`config.mk`:
```
export PLATFORM = sky130hd
export DESIGN_NAME = two_class_fifo_with_aging
export DESIGN_NICKNAME = d
export VERILOG_FILES = /design/src/rtl/core/tcfa_pkg.sv /design/src/rtl/core/tcfa_ram.sv /design/src/rtl/core/two_class_fifo_with_aging.sv
export SDC_FILE = /design/constraint.sdc
export NUM_CORES = 1
export LEC_CHECK = 0
export ABC_CLOCK_PERIOD_IN_PS = 11800
export BUFFER_PORTS_ARGS = -buffer_cell sky130_fd_sc_hd__clkbuf_2
export CAP_MARGIN = 20
export CELL_PAD_IN_SITES_DETAIL_PLACEMENT = 1
export CELL_PAD_IN_SITES_GLOBAL_PLACEMENT = 1
export CORE_MARGIN = 2
export CORE_UTILIZATION = 57
export CTS_CLUSTER_SIZE = 24
export DETAILED_ROUTE_END_ITERATION = 12
export GPL_TIMING_DRIVEN = 1
export PLACE_DENSITY_LB_ADDON = 0.1
export SYNTH_ARGS = -nofsm -noshare
export SYNTH_HDL_FRONTEND = slang
export SYNTH_SLANG_ARGS = --single-unit
```
`constraint.sdc`:
```
create_clock -name clk -period 11.8 [get_ports clk]
set_input_delay 0.59 -clock clk [delete_from_list [all_inputs] [get_ports clk]]
set_output_delay 0.59 -clock clk [all_outputs]
set_load 0.05 [all_outputs]
```
`src/rtl/core/tcfa_pkg.sv`:
```
// Package for the two-class FIFO pair with aging.
// Holds request, status and controller state codes; no dependencies.

package tcfa_pkg;

    typedef enum logic [1:0] {
        REQ_PUSH = 2'd0,
        REQ_POP  = 2'd1,
        REQ_AGE  = 2'd2
    } req_e_t;

    typedef enum logic [1:0] {
        ST_OK    = 2'd0,
        ST_EMPTY = 2'd1,
        ST_FULL  = 2'd2
    } status_e_t;

    typedef enum logic [2:0] {
        S_IDLE,
        S_EXEC,
        S_POP_WAIT,
        S_AGE_CHK,
        S_DONE
    } state_e_t;

    localparam int        ID_W                = 8;
    localparam int        TIME_W              = 32;
    localparam int        THR_W               = 16;
    localparam int        PROM_W              = 5;
    localparam logic [THR_W-1:0] RESET_AGE_THRESHOLD = 16'd400;

endpackage

```
`src/rtl/core/tcfa_ram.sv`:
```
// Single-port-write, single-port-read synchronous RAM with a registered read port.
// Generic storage used for both queues; no package dependencies.

module tcfa_ram #(
    parameter int WIDTH = 8,
    parameter int DEPTH = 16,
    parameter int AW    = 4
) (
    input  logic             clk,
    input  logic             we,
    input  logic [AW-1:0]    waddr,
    input  logic [WIDTH-1:0] wdata,
    input  logic             re,
    input  logic [AW-1:0]    raddr,
    output logic [WIDTH-1:0] rdata
);

    logic [WIDTH-1:0] mem [DEPTH];
    logic [WIDTH-1:0] rdata_reg;

    always_ff @(posedge clk)
    begin
        if (we)
        begin
            mem[waddr] <= wdata;
        end
        if (re)
        begin
            rdata_reg <= mem[raddr];
        end
    end

    assign rdata = rdata_reg;

endmodule

```
`src/rtl/core/two_class_fifo_with_aging.sv`:
```
// Top level: controller, queue pointers and result register for the FIFO pair.
// Depends on tcfa_pkg and tcfa_ram.
//
//  channel  | handshake                    | payload
//  ---------+------------------------------+--------------------------------------------
//  in       | in_valid / in_stall          | req_type, car_id, is_vip, now_ms
//  out      | out_valid / out_stall        | status, out_car_id, out_from_vip,
//           |                              | promoted_count
//  cfg      | cfg_we (no handshake)        | cfg_wdata (age threshold)
//
// Push, unused codes and a pop on two empty queues go through S_EXEC and S_DONE; a pop
// that returns an entry also passes S_POP_WAIT. Aging enters S_AGE_CHK for each regular
// head examined: each head is read from the regular queue RAM and compared; an old
// enough head is written to the priority queue RAM, a younger one ends the pass.
// One transaction is worked on at a time; in_stall is low only in the idle state.
// A finished result waits in the output register, so a new transaction is taken
// while out_stall holds the previous one.
// Reset (rst_n, async, active low) empties both queues; RAM contents are not cleared.

module two_class_fifo_with_aging #(
    parameter int QUEUE_DEPTH = 16
) (
    input  logic        clk,
    input  logic        rst_n,
    input  logic        cfg_we,
    input  logic [15:0] cfg_wdata,
    input  logic        in_valid,
    output logic        in_stall,
    input  logic [1:0]  req_type,
    input  logic [7:0]  car_id,
    input  logic        is_vip,
    input  logic [31:0] now_ms,
    output logic        out_valid,
    input  logic        out_stall,
    output logic [1:0]  status,
    output logic [7:0]  out_car_id,
    output logic        out_from_vip,
    output logic [4:0]  promoted_count
);

    import tcfa_pkg::*;

    localparam int AW = $clog2(QUEUE_DEPTH);
    localparam int CW = $clog2(QUEUE_DEPTH + 1);
    localparam int RW = ID_W + TIME_W;
    localparam logic [AW-1:0] LAST_IDX  = AW'(QUEUE_DEPTH - 1);
    localparam logic [CW-1:0] FULL_CNT  = CW'(QUEUE_DEPTH);
    localparam logic [CW-1:0] ALMOST_FULL = CW'(QUEUE_DEPTH - 1);

    state_e_t             state_reg, state_next;
    logic [1:0]           req_reg;
    logic [ID_W-1:0]      id_reg;
    logic                 vip_reg;
    logic [TIME_W-1:0]    now_reg;
    logic [THR_W-1:0]     thr_reg;

    logic [AW-1:0]        reg_head_reg, reg_head_next;
    logic [AW-1:0]        reg_tail_reg, reg_tail_next;
    logic [CW-1:0]        reg_count_reg, reg_count_next;
    logic [AW-1:0]        pri_head_reg, pri_head_next;
    logic [AW-1:0]        pri_tail_reg, pri_tail_next;
    logic [CW-1:0]        pri_count_reg, pri_count_next;

    status_e_t            res_status_reg, res_status_next;
    logic [ID_W-1:0]      res_id_reg, res_id_next;
    logic                 res_vip_reg, res_vip_next;
    logic [PROM_W-1:0]    res_prom_reg, res_prom_next;

    logic                 out_valid_reg, out_valid_next;
    logic [1:0]           out_status_reg, out_status_next;
    logic [ID_W-1:0]      out_id_reg, out_id_next;
    logic                 out_vip_reg, out_vip_next;
    logic [PROM_W-1:0]    out_prom_reg, out_prom_next;

    logic                 reg_we, reg_re;
    logic [AW-1:0]        reg_waddr, reg_raddr;
    logic [RW-1:0]        reg_wdata, reg_rdata;
    logic                 pri_we, pri_re;
    logic [AW-1:0]        pri_waddr, pri_raddr;
    logic [ID_W-1:0]      pri_wdata, pri_rdata;

    logic [AW-1:0]        reg_head_inc, reg_tail_inc, pri_head_inc, pri_tail_inc;
    logic [TIME_W-1:0]    head_age;
    logic                 in_accept;
    logic                 out_free;

    assign reg_head_inc = (reg_head_reg == LAST_IDX) ? '0 : reg_head_reg + AW'(1);
    assign reg_tail_inc = (reg_tail_reg == LAST_IDX) ? '0 : reg_tail_reg + AW'(1);
    assign pri_head_inc = (pri_head_reg == LAST_IDX) ? '0 : pri_head_reg + AW'(1);
    assign pri_tail_inc = (pri_tail_reg == LAST_IDX) ? '0 : pri_tail_reg + AW'(1);

    // wrap-around age of the regular head being examined
    assign head_age  = now_reg - reg_rdata[TIME_W-1:0];
    assign in_stall  = (state_reg != S_IDLE);
    assign in_accept = in_valid && !in_stall;
    assign out_free  = !out_valid_reg || !out_stall;

    tcfa_ram #(
        .WIDTH (RW),
        .DEPTH (QUEUE_DEPTH),
        .AW    (AW)
    ) u_reg_ram (
        .clk   (clk),
        .we    (reg_we),
        .waddr (reg_waddr),
        .wdata (reg_wdata),
        .re    (reg_re),
        .raddr (reg_raddr),
        .rdata (reg_rdata)
    );

    tcfa_ram #(
        .WIDTH (ID_W),
        .DEPTH (QUEUE_DEPTH),
        .AW    (AW)
    ) u_pri_ram (
        .clk   (clk),
        .we    (pri_we),
        .waddr (pri_waddr),
        .wdata (pri_wdata),
        .re    (pri_re),
        .raddr (pri_raddr),
        .rdata (pri_rdata)
    );

    always_comb
    begin
        state_next      = state_reg;
        reg_head_next   = reg_head_reg;
        reg_tail_next   = reg_tail_reg;
        reg_count_next  = reg_count_reg;
        pri_head_next   = pri_head_reg;
        pri_tail_next   = pri_tail_reg;
        pri_count_next  = pri_count_reg;
        res_status_next = res_status_reg;
        res_id_next     = res_id_reg;
        res_vip_next    = res_vip_reg;
        res_prom_next   = res_prom_reg;
        out_valid_next  = out_valid_reg && out_stall;
        out_status_next = out_status_reg;
        out_id_next     = out_id_reg;
        out_vip_next    = out_vip_reg;
        out_prom_next   = out_prom_reg;
        reg_we          = 1'b0;
        reg_waddr       = reg_tail_reg;
        reg_wdata       = {id_reg, now_reg};
        reg_re          = 1'b0;
        reg_raddr       = reg_head_reg;
        pri_we          = 1'b0;
        pri_waddr       = pri_tail_reg;
        pri_wdata       = id_reg;
        pri_re          = 1'b0;
        pri_raddr       = pri_head_reg;

        unique case (state_reg)
            S_IDLE:
            begin
                if (in_valid)
                begin
                    res_status_next = ST_OK;
                    res_id_next     = '0;
                    res_vip_next    = 1'b0;
                    res_prom_next   = '0;
                    state_next      = S_EXEC;
                end
            end

            S_EXEC:
            begin
                state_next = S_DONE;
                unique case (req_reg)
                    REQ_PUSH:
                    begin
                        if (vip_reg)
                        begin
                            if (pri_count_reg == FULL_CNT)
                            begin
                                res_status_next = ST_FULL;
                            end
                            else
                            begin
                                pri_we         = 1'b1;
                                pri_tail_next  = pri_tail_inc;
                                pri_count_next = pri_count_reg + CW'(1);
                            end
                        end
                        else
                        begin
                            if (reg_count_reg == FULL_CNT)
                            begin
                                res_status_next = ST_FULL;
                            end
                            else
                            begin
                                reg_we         = 1'b1;
                                reg_tail_next  = reg_tail_inc;
                                reg_count_next = reg_count_reg + CW'(1);
                            end
                        end
                    end

                    REQ_POP:
                    begin
                        priority if (pri_count_reg != '0)
                        begin
                            pri_re         = 1'b1;
                            pri_head_next  = pri_head_inc;
                            pri_count_next = pri_count_reg - CW'(1);
                            res_vip_next   = 1'b1;
                            state_next     = S_POP_WAIT;
                        end
                        else if (reg_count_reg != '0)
                        begin
                            reg_re         = 1'b1;
                            reg_head_next  = reg_head_inc;
                            reg_count_next = reg_count_reg - CW'(1);
                            state_next     = S_POP_WAIT;
                        end
                        else
                        begin
                            res_status_next = ST_EMPTY;
                        end
                    end

                    REQ_AGE:
                    begin
                        if (reg_count_reg != '0 && pri_count_reg != FULL_CNT)
                        begin
                            reg_re     = 1'b1;
                            state_next = S_AGE_CHK;
                        end
                    end

                    default:
                    begin
                        // unused request code: plain ok result, no state change
                    end
                endcase
            end

            S_POP_WAIT:
            begin
                res_id_next = res_vip_reg ? pri_rdata : reg_rdata[RW-1:TIME_W];
                state_next  = S_DONE;
            end

            S_AGE_CHK:
            begin
                state_next = S_DONE;
                if (head_age >= {{(TIME_W-THR_W){1'b0}}, thr_reg})
                begin
                    pri_we         = 1'b1;
                    pri_wdata      = reg_rdata[RW-1:TIME_W];
                    pri_tail_next  = pri_tail_inc;
                    pri_count_next = pri_count_reg + CW'(1);
                    reg_head_next  = reg_head_inc;
                    reg_count_next = reg_count_reg - CW'(1);
                    res_prom_next  = res_prom_reg + PROM_W'(1);
                    // read the next head right away while both queues allow another move
                    if (reg_count_reg != CW'(1) && pri_count_reg != ALMOST_FULL)
                    begin
                        reg_re     = 1'b1;
                        reg_raddr  = reg_head_inc;
                        state_next = S_AGE_CHK;
                    end
                end
            end

            S_DONE:
            begin
                if (out_free)
                begin
                    out_valid_next  = 1'b1;
                    out_status_next = res_status_reg;
                    out_id_next     = res_id_reg;
                    out_vip_next    = res_vip_reg;
                    out_prom_next   = res_prom_reg;
                    state_next      = S_IDLE;
                end
            end

            default:
            begin
                state_next = S_IDLE;
            end
        endcase
    end

    always_ff @(posedge clk or negedge rst_n)
    begin
        if (!rst_n)
        begin
            state_reg     <= S_IDLE;
            thr_reg       <= RESET_AGE_THRESHOLD;
            reg_head_reg  <= '0;
            reg_tail_reg  <= '0;
            reg_count_reg <= '0;
            pri_head_reg  <= '0;
            pri_tail_reg  <= '0;
            pri_count_reg <= '0;
            out_valid_reg <= 1'b0;
        end
        else
        begin
            state_reg     <= state_next;
            if (cfg_we)
            begin
                thr_reg <= cfg_wdata;
            end
            reg_head_reg  <= reg_head_next;
            reg_tail_reg  <= reg_tail_next;
            reg_count_reg <= reg_count_next;
            pri_head_reg  <= pri_head_next;
            pri_tail_reg  <= pri_tail_next;
            pri_count_reg <= pri_count_next;
            out_valid_reg <= out_valid_next;
        end
    end

    always_ff @(posedge clk)
    begin
        if (in_accept)
        begin
            req_reg <= req_type;
            id_reg  <= car_id;
            vip_reg <= is_vip;
            now_reg <= now_ms;
        end
        res_status_reg <= res_status_next;
        res_id_reg     <= res_id_next;
        res_vip_reg    <= res_vip_next;
        res_prom_reg   <= res_prom_next;
        out_status_reg <= out_status_next;
        out_id_reg     <= out_id_next;
        out_vip_reg    <= out_vip_next;
        out_prom_reg   <= out_prom_next;
    end

    assign out_valid      = out_valid_reg;
    assign status         = out_status_reg;
    assign out_car_id     = out_id_reg;
    assign out_from_vip   = out_vip_reg;
    assign promoted_count = out_prom_reg;

`ifndef SYNTHESIS
    a_count_bound: assert property (@(posedge clk) disable iff (!rst_n)
        reg_count_reg <= FULL_CNT && pri_count_reg <= FULL_CNT)
        else $error("queue count above depth");

    a_pri_write_room: assert property (@(posedge clk) disable iff (!rst_n)
        pri_we |-> pri_count_reg != FULL_CNT)
        else $error("priority write into full queue");

    a_age_head_present: assert property (@(posedge clk) disable iff (!rst_n)
        state_reg == S_AGE_CHK |-> reg_count_reg != '0)
        else $error("aging check with empty regular queue");

    a_out_from_done: assert property (@(posedge clk) disable iff (!rst_n)
        $rose(out_valid_reg) |-> $past(state_reg == S_DONE))
        else $error("result raised outside done state");

    a_single_read: assert property (@(posedge clk) disable iff (!rst_n)
        !(reg_re && pri_re) && !(reg_we && reg_re))
        else $error("conflicting queue RAM accesses");
`endif

endmodule

```
==> impl_metrics.ini, run 1 <==
[status]
status = completed

[cts]
hold_buffers = 0
ctsResizeCount = 0
clkSinkCount = 937
cts_made_buffers = 96
clk_pin_slew_ns = 0.06
clock_latency_ns = 0.66
clock_tree.htree_level_count = 3
clockBufferDepth = 3
cts_post_setup_buffers_inserted = 0
ctsRootBufferMaster = clkbuf_16
tritoncts = done

[finish]
mostFrequentLayoutCell = edfxtp_1
syn2layout_area_growth_pct = 11.49
most-common-layout-cells = edfxtp_1, nand2_1, a21oi_1
insertedDiodeCount = 0
postLayoutCoreUtil_pct = 64.48
finish.net_count = 2855
layout_cells_sized_above_1_pct = 11.66
largest_register_ffs = 640

[yosys]
synth_enable_flop_cells = 891
syn_nets = 2790
ys_async_sr_fraction_pct = 4.909
yosys_warnings = 0
ys_types = 75
synth_top_area_share_pct = 68.64
syn_inst = 2658
ys_seq_area_share_pct = 71.60
synth.largest_area_cell = edfxtp_1
post_synth_main_area_contributors = edfxtp_1, mux2i_1, a221oi_1
synth.ff_latch_count = 937
synthesis.area_sq_mm = 0.03898
yosys_most_used_dff = edfxtp_1
avgSynthCellArea_sq_um = 14.66

[global_routing]
total_overflow_reported_by_the_global_router = 0
grt_start_max_net_pins = 131
global_route.usage.total_pct = 31.03
number_of_antenna_violations_at_the_first_check_in_global_routing = 0
via_count_of_the_first_global_routing_pass = 25463
wire_length_of_the_first_global_routing_pass_microns = 162000

[routing]
routed-via-count = 24421
detailed_router_s_first_iteration_violation_count = 2708
route.antenna.remaining_nets = 0
drc_errors = 0
detail_route.first_pass.iterations = 5
drt-total-wl_microns = 108300
post_drt_via_cell_ratio = 6.654
avgRoutedWirePerCell_microns = 29.50

[die]
number_of_ports_placed_on_the_die_boundary = 82
die_y_microns = 265.5
design.core.area_sq_mm = 0.06740
start_util_pct = 57.84
rows = 95
design.die.area_sq_mm = 0.07049
die_w_microns = 265.5

[pwr]
cellLeakagePower_nw = 15.15
post-layout-total-power_w = 0.01023
power.density_mw_per_mm2 = 235.4
power.ir.vdd_worst_mv = 0.2239

[placement]
port_buffers = 81
dp_hpwl_microns = 58450
gp_congestion = 0.8807

[timing]
finalSetupViolCount = 0
slew_viol_final = 0
finClkSkew_ns = 0.02548
post-route-period-util_pct = 71.75
min_period_ns = 8.467
unrepaired_setup_endpoints_after_global_routing = false
worst-slew-pin-transition_ns = 1.050
setup-tns-final_ns = 0
final_hold_viol_count = 0
normalized_max_slew_margin_pct = 30.00
fmax_mhz = 118.1

[worst_hold_path]
holdCritPathClass = primary input to async pin

[setup_path]
crit-reg2reg-capture = u_reg_ram.rdata[37]
critical_path.endpoint_type = flop
reg2reg_slack_ns = 3.33
critical_path.reg2reg.startpoint = now_reg[0]
timing.critical_path.from = now_reg[0]
crit_path_start_kind = flop
crit_arrival_ns = 8.86
crit_path_max_fanout = 69
worst-setup-path-type = flop to flop
worstPathRequired_ns = 12.19
worstRegToRegCells = 22

[run]
max_cap_violations = 0
==> logic make-up after synthesis <==
family          synth area share, %
buf+inv                       2.706
xor+xnor                     0.8314
simple gates                  6.780
compound gates                10.32
flops                         71.60
fa+ha+maj                     2.202
mux                           5.556
==> through the flow <==
stage / instances / hold WS (ns) / instance area (sq um) / setup slack, ns
3_5_place_dp: 3498 / 0.4099 / 40300 / 3.691
3_3_place_gp: 3497 / 0.4068 / 40270 / 4.035
4_1_cts: 3670 / 0.05730 / 43460 / 3.487
2_1_floorplan: 2658 / 0.2944 / 38980 / 3.887
6_report: 3670 / 0.04776 / 43460 / 3.333
5_1_grt: 3670 / 0.07721 / 43460 / 2.932
==> where the power goes <==
group	internal, W	switching [W]	total, W
logic	0.000951	0.00193	0.00288
registers	0.00404	0.000259	0.00430
clock network	0.00179	0.00126	0.00305
==> final cells by class <==
class,instances,area [sq um]
flip-flops and latches,937,27910
fillers,6018,23940
multi-input cells,1478,10210
clock buffers,115,2537
well taps,873,1092
repair buffers,122,758.2
clock inverters,57,621.8
inverters,88,330.3
==> cell usage after synthesis (all sizes together) (19+ instances only) <==
library cell / instances
edfxtp: 891
nand2: 309
a21oi: 265
a221oi: 168
mux2i: 159
clkbuf: 90
inv: 88
o21ai: 77
ha: 67
nor2: 66
buf: 65
or4: 46
dfrtp: 43
nand3: 30
xnor2: 24
and2: 21
nor3: 20
mux2: 19
==> critical path: stages, from the launching register on <==
cell and delay [ns]:
edfxtp_1 0.67, inv_1 0.11, ha_1 0.25, fa_1 0.42, nand2b_1 0.21, a21oi_1 0.37
nor2_1 0.13, o31ai_1 0.39, a31oi_1 0.16, xnor2_1 0.19, ha_1 0.26, nand4_1 0.15
nand2b_1 0.18, or3b_1 0.35, or4_1 0.53, or4_4 0.54, nor4b_4 0.51, nor4_1 0.20
a21oi_4 0.58, buf_4 0.85, mux2i_1 0.33, a221oi_1 0.14, or4_1 0.59
==> how the worst max path moves through the flow <==
stage	slack (ns)	endpoint	cells after the start
after floorplan	3.89	u_reg_ram.mem[15][0]	5
after global placement	4.03	u_reg_ram.rdata[36]	22
after detailed placement	3.69	u_reg_ram.rdata[37]	22
after CTS	3.49	u_reg_ram.rdata[37]	22
after global routing	2.93	u_reg_ram.rdata[37]	23
final	3.33	u_reg_ram.rdata[37]	22
==> metal layers <==
metal,up-vias,global-route usage [%],part of all wire [%]
met4,0,9.482,2.8
met2,953,50.29,49
met3,222,4.499,6.5
met5,-,0,0
li1,10487,-,-
met1,12759,44.02,42
No activity file was read; power rests on OpenSTA's default activity.
==> inputs of run 2 (changes only) <==
- ABC_CLOCK_PERIOD_IN_PS: 11800 -> 6800
- CORE_UTILIZATION: 57 -> 48
- clock period: 11.8 -> 6.8 ns (I/O delays scaled with it)
==> run 2 against run 1 <==
Against the previous run:
- die area increased by 18%
- count of clock-buffer cells in the layout increased by 6
- global-route usage decreased by 4.3 points
- core utilization decreased by 8.0 points
- critical path depth increased by 2
- sequential power increased by 72%
- clock skew increased by 0.0022 ns
- hold slack improved by 0.11 ns
- critical endpoint is now u_reg_ram.rdata[28]
- highest routed layer unchanged
==> impl_metrics.ini, run 2 (synthesized netlist as in run 1, its figures left out) <==
[routing]
detailed_router_s_first_iteration_violation_count = 2219
detailed_routed_wire_length_on_met3_microns = 7564
avgRoutedWirePerCell_microns = 28.09
drt-total-wl_microns = 112200
met1_length_microns = 47580
route.antenna.remaining_nets = 0
detail_route.first_pass.iterations = 5
post_drt_via_cell_ratio = 6.113
dr_wl_met2_microns = 54500
routed-via-count = 24428
drc_errors = 0
dr.max_layer_used = met4

[die]
rows = 104
design.core.area_sq_mm = 0.08042
design.die.area_sq_mm = 0.08350
number_of_ports_placed_on_the_die_boundary = 82
die_w_microns = 289.0
start_util_pct = 48.47
die_y_microns = 289.0

[timing]
final.setup.worst_slack_ns = 0.2414
post-route-period-util_pct = 96.45
slew_viol_final = 0
worst-slew-pin-transition_ns = 1.095
finalSetupViolCount = 0
min_period_ns = 6.559
setup-tns-final_ns = 0
final_hold_viol_count = 0
finClkSkew_ns = 0.02767
normalized_max_slew_margin_pct = 27.00
fmax_mhz = 152.5
hold_ws_ns = 0.1569

[cts]
clock_latency_ns = 0.68
cts_made_buffers = 99
clk_pin_slew_ns = 0.06
clkSinkCount = 937
clock_tree.htree_level_count = 3
ctsRootBufferMaster = clkbuf_16
clockBufferDepth = 3
tritoncts = done

[setup_path]
crit_path_max_incr_delay_ns = 0.55
crit_path_start_kind = flop
crit_path_top_delay_cell = or4_1
worstPathRequired_ns = 7.19
crit_arrival_ns = 6.95
path_cells = inv_1 -> ha_1 -> fa_1 -> nand2b_1 -> a21oi_2 -> nor2_1 -> o31ai_2 -> a31oi_1 -> xnor2_1 -> ha_1 -> nand4_1 -> nand2b_1 -> or3b_1 -> or4_1 -> or4_4 -> nor4b_4 -> nor4_1 -> a21oi_4 -> buf_12 -> buf_8 -> buf_4 -> mux2i_1 -> a221oi_1 -> or4_1
worst-setup-path-type = flop to flop
crit_path_max_fanout = 9
critical_path.endpoint_type = flop

[global_routing]
total_overflow_reported_by_the_global_router = 0
number_of_antenna_violations_at_the_first_check_in_global_routing = 3
global_route.usage.total_pct = 26.68
wire_length_of_the_first_global_routing_pass_microns = 163900
grt_start_max_net_pins = 89
via_count_of_the_first_global_routing_pass = 25319

[pwr]
post-layout-total-power_w = 0.01865
cellLeakagePower_nw = 15.98
clockPowerShare_pct = 30.3
switching_share_pct = 33.49
power.share.sequential_pct = 39.7
comb_power_share_pct = 30.0
power.net_switching_w = 0.006245
power.ir.vdd_worst_mv = 0.2962
cellInternalPower_w = 0.01240
power.density_mw_per_mm2 = 410.3

[finish]
finish.net_count = 2983
multi_input_comb_area_sq_mm = 0.01023
layout_cells_sized_above_1_pct = 13.96
mostFrequentLayoutCell = edfxtp_1
largest_register_ffs = 640
syn2layout_area_growth_pct = 16.60
most-common-layout-cells = edfxtp_1, nand2_1, a21oi_1
insertedDiodeCount = 0
ff_latch_area_sq_mm = 0.02791
finalInstanceArea_sq_mm = 0.04545
fill_cells = 7593

[placement]
post_dp_cell_area_sq_mm = 0.04114
preCtsSetupSlack_ns = 0.1135
dp_hpwl_microns = 62960
port_buffers = 81
gp_congestion = 0.8885

[run]
max_cap_violations = 0

[status]
status = completed

[worst_hold_path]
holdCritPathClass = primary input to flop
-- run 2: changes by cell type in the layout (fill, tap and decap cells not counted), moves of 2 or more --
cell	previous run	this run
ha_1	67	64
clkinv_4	2	5
dlygate4sd3_1	0	61
clkbuf_1	16	18
o21ai_1	4	6
ha_2	0	3
buf_12	2	23
o21ai_0	73	71
bufinv_16	12	16
clkinv_1	23	21
clkbuf_8	0	2
buf_4	38	74
clkinv_16	1	3
clkbuf_16	99	105
-- run 2: final cells by class --
type / count / share of cell area, %
sequential: 937 / 61.42
multi-input combinational: 1478 / 22.51
clock buffer: 121 / 5.770
timing repair buffer: 247 / 4.870
tap: 1060 / 2.918
clock inverter: 65 / 1.790
inverter: 88 / 0.7268
-- run 2: stage by stage --
step	utilization, %	cells
after CTS	56.19	3979
after detailed placement	51.16	3732
after global placement	51.16	3732
after global routing	56.51	3996
after floorplan	-	2658
final	56.51	3996
-- run 2: critical path: cells and delay by family (launching register included) --
kind,cells,cell delay [ns]
adder cells (fa/ha/maj),3,0.92
buffers and inverters,4,0.60
flip-flops,1,0.35
AND/OR/NAND/NOR,10,3.06
multiplexers,1,0.18
AO/OA/AOI/OAI,5,0.99
XOR/XNOR,1,0.16
-- run 2: power by group through the flow --
stage          registers (W)  clock network [W]  logic (W)
6_report             0.00740            0.00565    0.00559
3_5_place_dp         0.00752                  0    0.00529
4_1_cts              0.00741            0.00573    0.00536
2_1_floorplan        0.00742                  0    0.00353
5_1_grt              0.00745            0.00595    0.00606
3_3_place_gp         0.00749                  0    0.00512
-- run 2: what timing repair did --
item | 4_1_cts | 5_1_grt
hold endpoints to repair | 104 | 0
buffers inserted | 0 | 13
resized for setup | 0 | 12
setup endpoints to repair | 0 | 40
hold buffers | 61 | 0
-- run 2: routing by layer --
| metal | vias up | global-route usage (%) |
|---|---|---|
| li1 | 10745 | - |
| met1 | 12616 | 36.88 |
| met2 | 889 | 44.16 |
| met3 | 178 | 4.268 |
| met4 | 0 | 7.242 |
| met5 | - | 0 |
-- run 2: path summary, 6_finish.rpt --
path | from | to | slack, ns | depth (start not counted)
min in group asynchronous | rst_n | thr_reg[12] | 0.33 | 3
setup reg to reg | now_reg[0] | u_reg_ram.rdata[28] | 0.24 | 24
hold / removal | in_valid | state_reg[0] | 0.16 | 3
setup / recovery | now_reg[0] | u_reg_ram.rdata[28] | 0.24 | 24
max in group asynchronous | rst_n | pri_head_reg[0] | 6.00 | 3
hold reg to reg | res_id_reg[4] | out_car_id[4] | 0.42 | 0
==> inputs of run 3 (changes only) <==
- ABC_CLOCK_PERIOD_IN_PS: 6800 -> 7320
- BUFFER_PORTS_ARGS: -buffer_cell sky130_fd_sc_hd__clkbuf_2 -> -buffer_cell sky130_fd_sc_hd__buf_4
- CORE_UTILIZATION: 48 -> 53
- clock period: 6.8 -> 7.32 ns (I/O delays scaled with it)
==> run 3 against run 2 <==
Against the previous run:
- combinational power is 10% lower
- register-to-register slack improved by 0.21 ns
- maximum frequency fell by 4.6%
- sequential power down 7.0%
- final cell count is 3.6% lower
- sequential cell count stayed put
- clock power shrank 16%
- final area down 1.5%
- worst setup slack improved by 0.21 ns
- critical path type unchanged
==> impl_metrics.ini, run 3 (synthesized netlist as in run 1, its figures left out) <==
[timing]
finalSetupViolCount = 0
normalized_max_slew_margin_pct = 32.03
fmax_mhz = 145.5
min_period_ns = 6.872
slew_viol_final = 0
unrepaired_setup_endpoints_after_global_routing = false
worst-slew-pin-transition_ns = 1.020
final_hold_viol_count = 0
setup-tns-final_ns = 0
finClkSkew_ns = 0.02401
post-route-period-util_pct = 93.88

[finish]
insertedDiodeCount = 0
postLayoutCoreUtil_pct = 61.49
syn2layout_area_growth_pct = 14.89
finish.net_count = 2953
most-common-layout-cells = edfxtp_1, nand2_1, a21oi_1
layout_cells_sized_above_1_pct = 12.64
mostFrequentLayoutCell = edfxtp_1
finalInstanceArea_sq_mm = 0.04478
largest_register_ffs = 640

[setup_path]
reg2reg_slack_ns = 0.45
crit_path_top_delay_cell = or4_1
worstPathRequired_ns = 7.69
critical_path.endpoint_type = flop
crit_path_start_kind = flop
worst-setup-path-type = flop to flop
crit_path_max_incr_delay_ns = 0.56
path_cells = inv_1 -> ha_1 -> fa_1 -> nand2b_1 -> a21oi_1 -> nor2_1 -> o31ai_2 -> a31oi_1 -> xnor2_1 -> ha_1 -> nand4_1 -> a211oi_1 -> a311oi_1 -> o2111ai_1 -> or4_1 -> or4_4 -> nor4b_4 -> nor4_1 -> a21oi_4 -> buf_12 -> buf_12 -> mux2i_1 -> a221oi_1 -> or4_1
crit_path_max_fanout = 57
crit_arrival_ns = 7.25

[cts]
cts_made_buffers = 95
ctsRootBufferMaster = clkbuf_16
clock_tree.htree_level_count = 3
clk_pin_slew_ns = 0.07
tritoncts = done
clkSinkCount = 937
clock_latency_ns = 0.66
clockBufferDepth = 3

[placement]
gp_congestion = 0.9161
dp_hpwl_microns = 60810
port_buffers = 81
post_dp_cell_area_sq_mm = 0.04112

[worst_hold_path]
holdCritPathClass = primary input to flop

[die]
design.die.area_sq_mm = 0.07573
number_of_ports_placed_on_the_die_boundary = 82
start_util_pct = 53.52
design.core.area_sq_mm = 0.07283
rows = 99
die_w_microns = 275.2
die_y_microns = 275.2

[routing]
route.antenna.remaining_nets = 0
drt-total-wl_microns = 108300
post_drt_via_cell_ratio = 6.328
detailed_router_s_first_iteration_violation_count = 2265
detail_route.first_pass.iterations = 5
routed-via-count = 24390
avgRoutedWirePerCell_microns = 28.09
drc_errors = 0

[run]
max_cap_violations = 0

[global_routing]
grt_start_max_net_pins = 89
global_route.usage.total_pct = 28.80
number_of_antenna_violations_at_the_first_check_in_global_routing = 0
wire_length_of_the_first_global_routing_pass_microns = 161600
total_overflow_reported_by_the_global_router = 0
via_count_of_the_first_global_routing_pass = 25579

[pwr]
power.ir.vdd_worst_mv = 0.2506
cellLeakagePower_nw = 15.66
post-layout-total-power_w = 0.01661
power.density_mw_per_mm2 = 371.0

[status]
status = completed
## run 3: cell types whose count changed in the layout (fill, tap and decap cells not counted), moves of 3 or more
cell       previous run  this run
clkinv_4              5         2
bufinv_16            16         6
buf_4                74       137
clkbuf_16           105        98
clkbuf_2             81         0
## run 3: path summary, 6_finish.rpt
path	to	startpoint	depth (start not counted)
worst min register to register	out_car_id[1]	res_id_reg[1]	0
worst max register to register	u_reg_ram.rdata[23]	now_reg[0]	24
worst min-delay path	thr_reg[2]	cfg_we	2
worst max-delay path	u_reg_ram.rdata[23]	now_reg[0]	24
max in group asynchronous	pri_head_reg[0]	rst_n	2
min in group asynchronous	thr_reg[2]	rst_n	2
## run 3: metrics by stage
stage | setup slack [ns] | hold WS (ns) | instances
after floorplan | 1.249 | 0.07041 | 2658
after global placement | 0.6137 | 0.4039 | 3620
after detailed placement | 0.4024 | 0.4127 | 3620
after CTS | 0.3701 | 0.1027 | 3852
after global routing | 0.05801 | 0.1463 | 3854
final | 0.4483 | 0.1241 | 3854
## run 3: critical path, delay by kind of cell, from the launching register on
family	cells	cell delay, ns
simple gates	8	2.55
compound gates	8	1.81
fa+ha+maj	3	0.89
buf+inv	3	0.58
flops	1	0.35
mux	1	0.23
xor+xnor	1	0.15
## run 3: what timing repair did
action,in CTS,in global routing
setup buffers,0,2
hold buffers,61,0
resized for setup,0,4
endpoints found under the setup margin,0,2
endpoints found under the hold margin,103,0
## run 3: final cells by class
type | instances | area [sq um]
sequential | 937 | 27910
multi-input combinational | 1478 | 10220
timing repair buffer | 221 | 2107
clock buffer | 117 | 2534
tap | 959 | 1200
inverter | 88 | 330.3
clock inverter | 54 | 481.7
fill | 6682 | 28050
## run 3: power breakdown
group	switching, W	internal, W	total (W)	leakage, nW
clock	0.00204	0.00268	0.00472	1.47
combinational	0.00322	0.00179	0.00501	5.58
sequential	0.000372	0.00651	0.00688	8.62
## run 3: routing by layer
metal / up-vias / routed length, microns / global-route usage, %
met5: - / 0 / 0
met4: 0 / 2756 / 8.350
met3: 203 / 6960 / 4.312
met2: 911 / 52810 / 47.49
met1: 12599 / 45750 / 40.07
li1: 10677 / - / -
